==> src/hw/rtl/slm_pkg.sv <==
// Shared types for the sorted list merge block.
// Holds the controller state enum and the command and status bundles.
// No dependencies.
`timescale 1ns / 1ps
`default_nettype none

package slm_pkg;

  typedef enum logic [1:0] {
    ST_LOAD,
    ST_PREP,
    ST_PICK
  } slm_state_e;

  // Commands from the controller to the datapath.
  typedef struct packed {
    logic load;   // an input beat is accepted this cycle
    logic pick;   // emit one merged element into the output register
    logic clear;  // return counts, flags and pointers to reset values
  } slm_cmd_t;

  // Status from the datapath to the controller.
  typedef struct packed {
    logic both_closed;
    logic empty;      // both lists hold no element
    logic out_free;   // output register can take a beat this cycle
    logic last_pick;  // the next pick is the final element of the run
    logic l_avail;
    logic r_avail;
  } slm_status_t;

endpackage

`default_nettype wire

==> src/hw/rtl/slm_datapath.sv <==
// Datapath of the sorted list merge: both list stores, counts, merge
// pointers, compare and the output register. Uses slm_pkg.
`timescale 1ns / 1ps
`default_nettype none

module slm_datapath
  import slm_pkg::*;
#(
  parameter int DEPTH = 32,
  parameter int WIDTH = 32
) (
  input  wire logic               clk_i,
  input  wire logic               rst_ni,
  input  wire slm_cmd_t           cmd_i,
  output slm_status_t             status_o,
  input  wire logic               list_select_i,
  input  wire logic signed [31:0] element_value_i,
  input  wire logic               is_last_i,
  input  wire logic               no_element_i,
  input  wire logic               out_stall_i,
  output logic                    out_valid_o,
  output logic signed [31:0]      merged_value_o,
  output logic                    from_right_o,
  output logic                    is_last_out_o,
  output logic                    overflow_o
);

  localparam int AW = (DEPTH > 1) ? $clog2(DEPTH) : 1;
  localparam int CW = $clog2(DEPTH + 1);
  localparam int OW = (WIDTH < 32) ? WIDTH : 32;
  localparam logic [CW-1:0] FULL = CW'(DEPTH);

  logic [WIDTH-1:0] left_mem [DEPTH];
  logic [WIDTH-1:0] right_mem [DEPTH];
  logic [WIDTH-1:0] rd_l_q, rd_r_q;

  logic [CW-1:0] lcnt_q, lcnt_d, rcnt_q, rcnt_d;
  logic [CW-1:0] li_q, li_d, ri_q, ri_d;
  logic          lclosed_q, lclosed_d, rclosed_q, rclosed_d;
  logic          lost_q, lost_d;

  logic [WIDTH-1:0] in_val;
  logic [31:0]      pick_val;
  logic             take_left;
  logic [CW:0]      total, done_next;
  logic             sel_closed, sel_full;
  logic             wr_l, wr_r;

  logic              out_valid_q, out_valid_d;
  logic signed [31:0] out_val_q;
  logic              out_right_q, out_last_q, out_ovf_q;

  always_comb begin
    in_val = '0;
    in_val[OW-1:0] = element_value_i[OW-1:0];
  end

  assign sel_closed = list_select_i ? rclosed_q : lclosed_q;
  assign sel_full   = list_select_i ? (rcnt_q == FULL) : (lcnt_q == FULL);
  assign wr_l = cmd_i.load && !sel_closed && !no_element_i && !list_select_i && !sel_full;
  assign wr_r = cmd_i.load && !sel_closed && !no_element_i && list_select_i && !sel_full;

  // Stores with registered reads at the merge pointers.
  always_ff @(posedge clk_i) begin
    if (wr_l) begin
      left_mem[lcnt_q[AW-1:0]] <= in_val;
    end
    if (wr_r) begin
      right_mem[rcnt_q[AW-1:0]] <= in_val;
    end
    rd_l_q <= left_mem[li_q[AW-1:0]];
    rd_r_q <= right_mem[ri_q[AW-1:0]];
  end

  assign total     = {1'b0, lcnt_q} + {1'b0, rcnt_q};
  assign done_next = {1'b0, li_q} + {1'b0, ri_q} + (CW + 1)'(1);

  assign status_o.l_avail     = li_q < lcnt_q;
  assign status_o.r_avail     = ri_q < rcnt_q;
  assign status_o.both_closed = lclosed_q && rclosed_q;
  assign status_o.empty       = (total == '0);
  assign status_o.out_free    = !out_valid_q || !out_stall_i;
  assign status_o.last_pick   = (done_next == total);

  // Ties go to the right list.
  assign take_left = status_o.l_avail &&
                     (!status_o.r_avail || ($signed(rd_l_q) < $signed(rd_r_q)));

  always_comb begin
    pick_val = '0;
    pick_val[OW-1:0] = take_left ? rd_l_q[OW-1:0] : rd_r_q[OW-1:0];
  end

  always_comb begin
    lcnt_d    = lcnt_q;
    rcnt_d    = rcnt_q;
    li_d      = li_q;
    ri_d      = ri_q;
    lclosed_d = lclosed_q;
    rclosed_d = rclosed_q;
    lost_d    = lost_q;
    if (cmd_i.load && !sel_closed) begin
      if (wr_l) begin
        lcnt_d = lcnt_q + CW'(1);
      end
      if (wr_r) begin
        rcnt_d = rcnt_q + CW'(1);
      end
      if (!no_element_i && sel_full) begin
        lost_d = 1'b1;
      end
      if (is_last_i) begin
        if (list_select_i) begin
          rclosed_d = 1'b1;
        end else begin
          lclosed_d = 1'b1;
        end
      end
    end
    if (cmd_i.pick) begin
      if (take_left) begin
        li_d = li_q + CW'(1);
      end else begin
        ri_d = ri_q + CW'(1);
      end
    end
    if (cmd_i.clear) begin
      lcnt_d    = '0;
      rcnt_d    = '0;
      li_d      = '0;
      ri_d      = '0;
      lclosed_d = 1'b0;
      rclosed_d = 1'b0;
      lost_d    = 1'b0;
    end
  end

  always_ff @(posedge clk_i or negedge rst_ni) begin
    if (!rst_ni) begin
      lcnt_q    <= '0;
      rcnt_q    <= '0;
      li_q      <= '0;
      ri_q      <= '0;
      lclosed_q <= 1'b0;
      rclosed_q <= 1'b0;
      lost_q    <= 1'b0;
    end else begin
      lcnt_q    <= lcnt_d;
      rcnt_q    <= rcnt_d;
      li_q      <= li_d;
      ri_q      <= ri_d;
      lclosed_q <= lclosed_d;
      rclosed_q <= rclosed_d;
      lost_q    <= lost_d;
    end
  end

  // Output register.
  always_comb begin
    out_valid_d = out_valid_q;
    if (cmd_i.pick) begin
      out_valid_d = 1'b1;
    end else if (!out_stall_i) begin
      out_valid_d = 1'b0;
    end
  end

  always_ff @(posedge clk_i or negedge rst_ni) begin
    if (!rst_ni) begin
      out_valid_q <= 1'b0;
    end else begin
      out_valid_q <= out_valid_d;
    end
  end

  always_ff @(posedge clk_i) begin
    if (cmd_i.pick) begin
      out_val_q   <= pick_val;
      out_right_q <= !take_left;
      out_last_q  <= status_o.last_pick;
      out_ovf_q   <= lost_q;
    end
  end

  assign out_valid_o    = out_valid_q;
  assign merged_value_o = out_val_q;
  assign from_right_o   = out_right_q;
  assign is_last_out_o  = out_last_q;
  assign overflow_o     = out_ovf_q;

endmodule

`default_nettype wire

==> src/hw/rtl/slm_ctrl.sv <==
// Controller of the sorted list merge: sequences loading, merge steps
// and the return to reset. Uses slm_pkg.
`timescale 1ns / 1ps
`default_nettype none

module slm_ctrl
  import slm_pkg::*;
(
  input  wire logic        clk_i,
  input  wire logic        rst_ni,
  input  wire logic        in_valid_i,
  output logic             in_stall_o,
  input  wire slm_status_t status_i,
  output slm_cmd_t         cmd_o
);

  slm_state_e state_q, state_d;

  always_comb begin
    state_d = state_q;
    case (state_q)
      ST_LOAD: begin
        if (status_i.both_closed && !status_i.empty) begin
          state_d = ST_PREP;
        end
      end
      ST_PREP: begin
        state_d = ST_PICK;
      end
      ST_PICK: begin
        if (status_i.out_free) begin
          state_d = status_i.last_pick ? ST_LOAD : ST_PREP;
        end
      end
      default: begin
        state_d = ST_LOAD;
      end
    endcase
  end

  always_comb begin
    in_stall_o = 1'b1;
    cmd_o      = '0;
    case (state_q)
      ST_LOAD: begin
        in_stall_o = status_i.both_closed;
        cmd_o.load = in_valid_i && !status_i.both_closed;
        // Two empty lists close without a run.
        cmd_o.clear = status_i.both_closed && status_i.empty;
      end
      ST_PICK: begin
        cmd_o.pick  = status_i.out_free;
        cmd_o.clear = status_i.out_free && status_i.last_pick;
      end
      default: begin
        in_stall_o = 1'b1;
      end
    endcase
  end

  always_ff @(posedge clk_i or negedge rst_ni) begin
    if (!rst_ni) begin
      state_q <= ST_LOAD;
    end else begin
      state_q <= state_d;
    end
  end

endmodule

`default_nettype wire

==> src/hw/rtl/sorted_list_merge.sv <==
// Channel | direction | handshake              | payload
// in      | input     | in_valid_i / in_stall_o  | list_select, element_value, is_last, no_element
// out     | output    | out_valid_o / out_stall_i| merged_value, from_right, is_last_out, overflow
//
// Loading accepts one input beat per cycle while in_stall_o is low. Closing the second
// list leads to ST_PREP; each merged element then passes ST_PREP, the registered store
// read at the merge pointers, and ST_PICK, compare and output load.
// Reset (rst_ni, asynchronous) empties both lists; store contents are not cleared.
// A stalled output register only holds the merge; input is stalled during the run.
// Top level: joins the controller and the datapath. Uses slm_pkg.
`timescale 1ns / 1ps
`default_nettype none

module sorted_list_merge
  import slm_pkg::*;
#(
  parameter int DEPTH = 32,
  parameter int WIDTH = 32
) (
  input  wire logic               clk_i,
  input  wire logic               rst_ni,
  input  wire logic               in_valid_i,
  output logic                    in_stall_o,
  input  wire logic               list_select_i,
  input  wire logic signed [31:0] element_value_i,
  input  wire logic               is_last_i,
  input  wire logic               no_element_i,
  output logic                    out_valid_o,
  input  wire logic               out_stall_i,
  output logic signed [31:0]      merged_value_o,
  output logic                    from_right_o,
  output logic                    is_last_out_o,
  output logic                    overflow_o
);

  slm_cmd_t    cmd;
  slm_status_t status;

  slm_ctrl u_ctrl (
    .clk_i      (clk_i),
    .rst_ni     (rst_ni),
    .in_valid_i (in_valid_i),
    .in_stall_o (in_stall_o),
    .status_i   (status),
    .cmd_o      (cmd)
  );

  slm_datapath #(
    .DEPTH (DEPTH),
    .WIDTH (WIDTH)
  ) u_datapath (
    .clk_i           (clk_i),
    .rst_ni          (rst_ni),
    .cmd_i           (cmd),
    .status_o        (status),
    .list_select_i   (list_select_i),
    .element_value_i (element_value_i),
    .is_last_i       (is_last_i),
    .no_element_i    (no_element_i),
    .out_stall_i     (out_stall_i),
    .out_valid_o     (out_valid_o),
    .merged_value_o  (merged_value_o),
    .from_right_o    (from_right_o),
    .is_last_out_o   (is_last_out_o),
    .overflow_o      (overflow_o)
  );

  // A merge step never overwrites a beat that is still waiting.
  a_pick_free: assert property (@(posedge clk_i) disable iff (!rst_ni)
    cmd.pick |-> status.out_free)
    else $error("merge step while output beat still waiting");

  // A merge step always has an element to take.
  a_pick_avail: assert property (@(posedge clk_i) disable iff (!rst_ni)
    cmd.pick |-> (status.l_avail || status.r_avail))
    else $error("merge step with both lists exhausted");

  // No input is taken once both lists are closed.
  a_no_load_closed: assert property (@(posedge clk_i) disable iff (!rst_ni)
    status.both_closed |-> !cmd.load)
    else $error("input accepted after both lists closed");

  // The final step of a run leaves the block empty and open.
  a_run_end: assert property (@(posedge clk_i) disable iff (!rst_ni)
    (cmd.pick && status.last_pick) |=> (!status.both_closed && status.empty))
    else $error("block not cleared after the final merge step");

endmodule

`default_nettype wire

==> config.mk <==
export PLATFORM = sky130hd
export DESIGN_NAME = sorted_list_merge
export DESIGN_NICKNAME = d
export VERILOG_FILES = /design/src/hw/rtl/slm_pkg.sv /design/src/hw/rtl/slm_datapath.sv /design/src/hw/rtl/slm_ctrl.sv /design/src/hw/rtl/sorted_list_merge.sv
export SDC_FILE = /design/constraint.sdc
export NUM_CORES = 2
export LEC_CHECK = 0
export BUFFER_PORTS_ARGS = -buffer_cell sky130_fd_sc_hd__buf_2
export CAP_MARGIN = 20
export CORE_UTILIZATION = 45
export DETAILED_ROUTE_END_ITERATION = 10
export SLEW_MARGIN = 20
export SYNTH_ARGS = -nofsm -noshare
export SYNTH_HDL_FRONTEND = slang
export SYNTH_SLANG_ARGS = --single-unit
==> constraint.sdc <==
create_clock -name clk_i -period 3.7 [get_ports clk_i]
set_input_delay 0.74 -clock clk_i [delete_from_list [all_inputs] [get_ports clk_i]]
set_output_delay 0.74 -clock clk_i [all_outputs]
set_load 0.005 [all_outputs]
## Word-level counts from Yosys, hierarchy flattened

Memory sizes are Yosys's and may differ from the RTL's. A register that Yosys moved wholly into a read port is not among the register bits.
Cells that the tools add are included.

| operators by class | value |
|---|---|
| add/subtract/negate cells | 7 |
| $lt $le $gt $ge | 3 |
| equality and inequality tests | 10 |
| mux-type cells | 40 |
| reductions and logical operators | 43 |

Operators with widths:

| operator | count |
|---|---|
| two-way mux 6 bit | 12 |
| less-than comparator 32 bit | 1 |
| two-way mux 32 bit | 1 |
| adder 6 x 1 -> 6 bit, second input constant | 4 |
| two-way mux 1 bit | 23 |
| nonzero test 2 bit | 8 |
| adder 6 x 6 -> 7 bit | 2 |
| logical AND 1 bit | 13 |
| equality test 6 bit, second input constant | 2 |
| less-than comparator 6 bit | 2 |
| AND reduction 2 bit | 6 |
| zero test 1 bit | 10 |
| != test 2 x 1 -> 1 bit, second input constant | 4 |
| adder 7 x 1 -> 7 bit, second input constant | 1 |
| equality test 7 bit | 1 |
| zero test 7 bit | 1 |
| one-hot mux 2 bit (3 select lines) | 1 |
| AND reduction 3 bit | 2 |
| two-way mux 2 bit | 2 |
| equality test 2 x 1 -> 1 bit, second input constant | 1 |
| equality test 2 bit, second input constant | 1 |
| zero test 2 bit | 1 |
| logical OR 1 bit | 2 |
| != test 2 bit, second input constant | 1 |
| one-hot mux 1 bit (2 select lines) | 1 |

| storage, ports and cells | value |
|---|---|
| flip-flop bits (word level) | 65 |
| bits in writable memories | 2048 |
| input port bits | 39 |
| output and inout bits | 37 |
| word-level logic and storage cells | 118 |
| memories kept | 2 |

Memory list:

| memory | depth | bits a word | read ports | clocked after Yosys merged registers in | wr ports | RTL line | RTL |
|---|---|---|---|---|---|---|---|
| u_datapath.left_mem | 32 | 32 | 1 | 1 | 1 | slm_datapath.sv:33 | `logic [WIDTH-1:0] left_mem [DEPTH];` |
| u_datapath.right_mem | 32 | 32 | 1 | 1 | 1 | slm_datapath.sv:34 | `logic [WIDTH-1:0] right_mem [DEPTH];` |

## Logic depth before layout (Yosys ltp)

| logic depth | value |
|---|---|
| depth in word-level cells | 11 |
| mapped depth | 16 |
| gate-level depth less buffers | 12 |

## Modules after synthesis

A second synthesis with hierarchy kept.

| second synthesis, totals | value |
|---|---|
| cell total of the unflattened synthesis | 3922 |
| area, all modules | 83825.4 sq um |

Modules (own cells, without submodules):

| module | times used | cells an instance | area each (sq um) | seq. area each (sq um) |
|---|---|---|---|---|
| slm_datapath | 1 | 3908 | 83699.0 | 64531.9 |
| slm_ctrl | 1 | 14 | 126.4 | 50.0 |

## Worst setup path before layout

OpenSTA, ideal clock, no wires.

| timing | value |
|---|---|
| path kind | input-to-reg |
| from | input port list_select_i |
| to | memory u_datapath.right_mem[7][0], enable pin |
| setup time | 0.421 ns |
| arrival time | 3.374 ns |
| required time | 3.279 ns |
| slack | -0.095 ns |
| cell stages on the path | 6 |
| path buffers | 1 |
| cell sequence | clkbuf_1 > mux2i_1 > nand4b_1 > nor2_1 > nand2_1 > nor2_1 |

| on the way | value |
|---|---|
| word-level cells in the longest chain between the ends | 8 |
| elaborated cells between the ends (all ways) | 10 |
| classes of those cells | 4 x mux; 6 x reduce/logical |

Ends and longest elaborated chain:

| item | RTL line | RTL |
|---|---|---|
| start, declared | sorted_list_merge.sv:24 | `input wire logic list_select_i,` |
| two-way mux 1 bit | slm_datapath.sv:58 | `assign sel_closed = list_select_i ? rclosed_q : lclosed_q;` |
| zero test 1 bit | slm_datapath.sv:61 | `assign wr_r = cmd_i.load && !sel_closed && !no_element_i && list_select_i && !sel_full;` |
| logical AND 1 bit (3 in series) | slm_datapath.sv:61 |  |
| logical AND 1 bit * | slm_datapath.sv:61 |  |
| two-way mux 1 bit * | slm_datapath.sv:68 | `if (wr_r) begin` |
| two-way mux 1 bit (not written as such) * | slm_datapath.sv:69 | `right_mem[rcnt_q[AW-1:0]] <= in_val;` |
| end, declared | slm_datapath.sv:34 |  |

Mark *: on every way between the ends. The rest lies on a longest branch, timed or not.

## Worst setup path after layout

| timing | value |
|---|---|
| from | register u_datapath.rcnt_q[0] |
| to | register u_datapath.ri_q[3] |

| on the way | value |
|---|---|
| word-level cells in the longest chain between the ends | 6 |
| elaborated cells between the ends (all ways) | 14 |
| classes of those cells | 1 x add/sub; 1 x order compare; 2 x eq/ne; 2 x mux; 8 x reduce/logical |

Ends and longest elaborated chain:

| item | RTL line | RTL |
|---|---|---|
| start, declared | slm_datapath.sv:37 | `logic [CW-1:0] lcnt_q, lcnt_d, rcnt_q, rcnt_d;` |
| start signal, assigned | slm_datapath.sv:149 | `rcnt_q <= rcnt_d;` |
| adder 6 x 6 -> 7 bit / less-than comparator 6 bit (equally long branches) | slm_datapath.sv:75, slm_datapath.sv:79 |  |
| equality test 7 bit, or another cell as far along | slm_datapath.sv:83 | `assign status_o.last_pick = (done_next == total);` |
| logical AND 1 bit, or another cell as far along | slm_ctrl.sv:53 | `cmd_o.clear = status_i.out_free && status_i.last_pick;` |
| one-hot mux 1 bit (2 select lines) / logical AND 1 bit (equally long branches) | slm_ctrl.sv:44, slm_datapath.sv:86 |  |
| != test 2 bit (no source line) / nonzero test 2 bit (equally long branches) | n/a |  |
| AND reduction 2 bit (no source line) | n/a |  |
| end signal, assigned | slm_datapath.sv:151 | `ri_q <= ri_d;` |
| end, declared | slm_datapath.sv:38 | `logic [CW-1:0] li_q, li_d, ri_q, ri_d;` |

Several ways; a longest one is shown, not always the timed one.
A chain may end at the register's enable or synchronous reset.

==> reports/results.ini <==
[drt]
via_per_inst = 5.924
wirelength_mm = 206.6
avgRoutedWirePerCell_um = 31.63
drtPass1Iterations = 5
postRouteAntennaNets = 0
drt_iter0_drc = 4189
remaining_drc_errors = 0
vias = 38701

[min_path]
hold_path_class = primary input to flop
hold_depth = 3
min-delay-start = in_valid_i
hold_end = u_datapath.rclosed_q

[placed_design]
gp_congestion = 0.8442
dpl.hpwl_mm = 118.0
dp.cells = 6126
io_buffer_count = 75
dp_worst_setup_slack_ns = 0.07402

[synth]
async_reset_ff_share_pct = 1.378
syn_area_per_cell_um2 = 23.32
netlist_area_um2 = 83640
synth_top_cell_by_area = edfxtp_1
yosysTopAreaCellShare_pct = 74.79
synth_ff_type = edfxtp_1
synth_edf_count = 2083
yosys_register_bits = 2177
synth_cell_types = 65
yosys-top-cells-area = edfxtp_1 (75%), mux4_2 (17%), dfxtp_1 (1.5%)
synth-warning-count = 0
syn_nets = 3690
seq_area_frac_synth_pct = 77.22
syn-instance-count = 3586

[clock_network]
post_cts_buffers = 0
cts_buffer_depth = 3
cts_resized = 0
htree_levels = 4
cts_root_buf = clkbuf_16
cts.sinks = 2177
cts_tree = yes
worst_skew_pair.late_latency_ns = 0.84
clk_pin_slew_ns = 0.07
cts_buffers = 212

[grt]
grt_pass1_vias = 39644
gr-total-overflow = 0
antenna_found_initial = 3
grt_use_total_pct = 22.41
grt_max_degree = 117
grt_pass1_wl_mm = 295.8

[die]
die_h_um = 433.1
coreArea_um2 = 183900
start_util_pct = 45.49
die_w_um = 433.1
io_pins = 76
fp.dieArea_um2 = 187600
placementRows = 157

[cells_and_area]
fin_cells = 6533
multi_input_area_um2 = 18580
fillers = 14187
final_cell_mix = edfxtp_1 (2083), mux4_2 (640), clkbuf_16 (218), buf_4 (154), nand2_1 (124)
layout-drive-gt1-share_pct = 33.24
nets = 3982
final_common_cell = edfxtp_1
regArea_um2 = 64610
areaGrowthSynthToFinish_pct = 14.49

[critical_path]
crit_start = u_datapath.rcnt_q[0]
ff2ff_setup_slack_ns = 0.20
reg2reg_from = u_datapath.rcnt_q[0]
end_kind = flop
worst_setup_path_start_kind = flop
r2r_end = u_datapath.ri_q[3]
cp.required_ns = 4.42
path_class = flop to flop
rr_worst_depth = 10
worstPathArrival_ns = 4.22
path_max_fanout = 10

[power_and_ir_drop]
power_leakage_nw = 30.10
finalPower_mw = 69.88
peakVddDrop_uv = 878.0
powerDensity_nw_per_um2 = 729.8

[timing]
period_needed_ns = 3.503
fin_skew_ns = 0.02477
tightest_slew_ns = 1.137
setup_ws_ns = 0.1969
slew_headroom_pct = 24.01
finalCritPeriodShare_pct = 94.68
finalHoldViolCount = 0
setup_viol = 0
fmax_ghz = 0.2855
slew_viol_final = 0
rsz0062_at_grt = no

[outcome]
status = complete, no violations

[run]
cap_violations = 0

## how the worst max path moves through the flow
stage / cells after the start / to / slack [ns]
2_1_floorplan: 6 / u_datapath.right_mem[7][0] / -0.1
3_3_place_gp: 9 / u_datapath.right_mem[20][26] / -0.003
3_5_place_dp: 9 / u_datapath.right_mem[20][26] / 0.07
4_1_cts: 13 / u_datapath.ri_q[3] / 0.26
5_1_grt: 13 / u_datapath.ri_q[3] / 0.03
6_report: 10 / u_datapath.ri_q[3] / 0.20
## kinds of logic after synthesis
group	after synthesis	synth area share (%)
fa+ha+maj	65	0.9904
flops	2177	77.22
compound gates	87	0.6867
simple gates	301	1.622
buf+inv	230	1.144
mux	707	18.13
xor+xnor	19	0.2080
## through the flow
stage          setup TNS (ns)  hold slack, ns  cell area (um2)  utilization [%]
2_1_floorplan         -123.93          0.4256            83640                -
3_3_place_gp         -0.01980          0.4482            88560            48.17
3_5_place_dp                0          0.4466            88630            48.20
4_1_cts                     0          0.2626            95700            52.05
5_1_grt                     0          0.2999            95740            52.07
6_report                    0          0.3140            95750            52.08
## power by group
part / total (mW) / switching [mW] / internal (mW) / leakage, nW
registers: 28.6 / 0.694 / 28.0 / 19.6
clock network: 21.8 / 9.16 / 12.7 / 3.45
logic: 19.4 / 10.2 / 9.21 / 7.04
total: 69.9 / 20.0 / 49.9 / 30.1
## layout make-up
cell class                 instances  share of cell area [%]
inverter                          59                  0.2365
timing repair buffer             249                   2.274
clock buffer                     292                   6.165
sequential                      2177                   67.48
tap                             2464                   3.220
antenna                            5                 0.01307
clock inverter                   108                   1.214
multi-input combinational       1179                   19.40
## Yosys cell counts, types with 3 or more instances
library cell and instances:
xnor2_1 15, mux4_2 640, nor2_1 96, a21oi_1 23, a211oi_1 12, o21ai_0 18, nand2_1 124, buf_4 6
o211ai_1 3, xor2_1 3, buf_1 14, o21a_1 4, dfxtp_1 64, buf_2 51, clkinv_1 3, inv_1 56
nor3_1 9, dfrtp_1 30, or3_1 7, edfxtp_1 2083, nand4_1 12, nand3_1 21, nand3b_1 4, a21o_1 5
nand2b_1 8, mux2i_1 3, mux2_2 64, clkbuf_1 99, ha_1 63
## sequential cells by signal, indices dropped and copies added (netlist names)
name                       cells
u_ctrl.state_q                 2
u_datapath.right_mem        1024
u_datapath.li_q                6
u_datapath.lclosed_q           1
u_datapath.lcnt_q              6
u_datapath.lost_q              1
u_datapath.rd_l_q             32
u_datapath.ri_q                6
u_datapath.out_valid_o         1
u_datapath.from_right_o        1
u_datapath.left_mem         1024
u_datapath.rcnt_q              6
u_datapath.rclosed_q           1
u_datapath.rd_r_q             32
u_datapath.is_last_out_o       1
u_datapath.merged_value_o     32
u_datapath.overflow_o          1
## worst max-delay path, stage by stage, from the launching register on
cell,delay (ns)
dfrtp_1,0.47
ha_1,0.28
fa_1,0.41
a211oi_1,0.36
o21bai_1,0.18
a211oi_1,0.30
nor4bb_1,0.53
a21o_1,0.32
buf_4,0.25
a311oi_1,0.07
a41o_1,0.22
## timing repair
action,4_1_cts,5_1_grt
endpoints found under the hold margin,1,0
endpoints found under the setup margin,0,0
hold buffers,1,0
## per-layer routing
layer  share of wire [%]  GRT usage, %  wire [um]  up-vias
met5                   0             0          0        -
met4                 2.8         6.841       5703        0
met3                 5.8         3.093      12000      265
met2                  48         35.49     100100     1353
met1                  43         32.54      88820    21274
li1                    -             -          -    15809
Power figures use the tool's default switching activity.
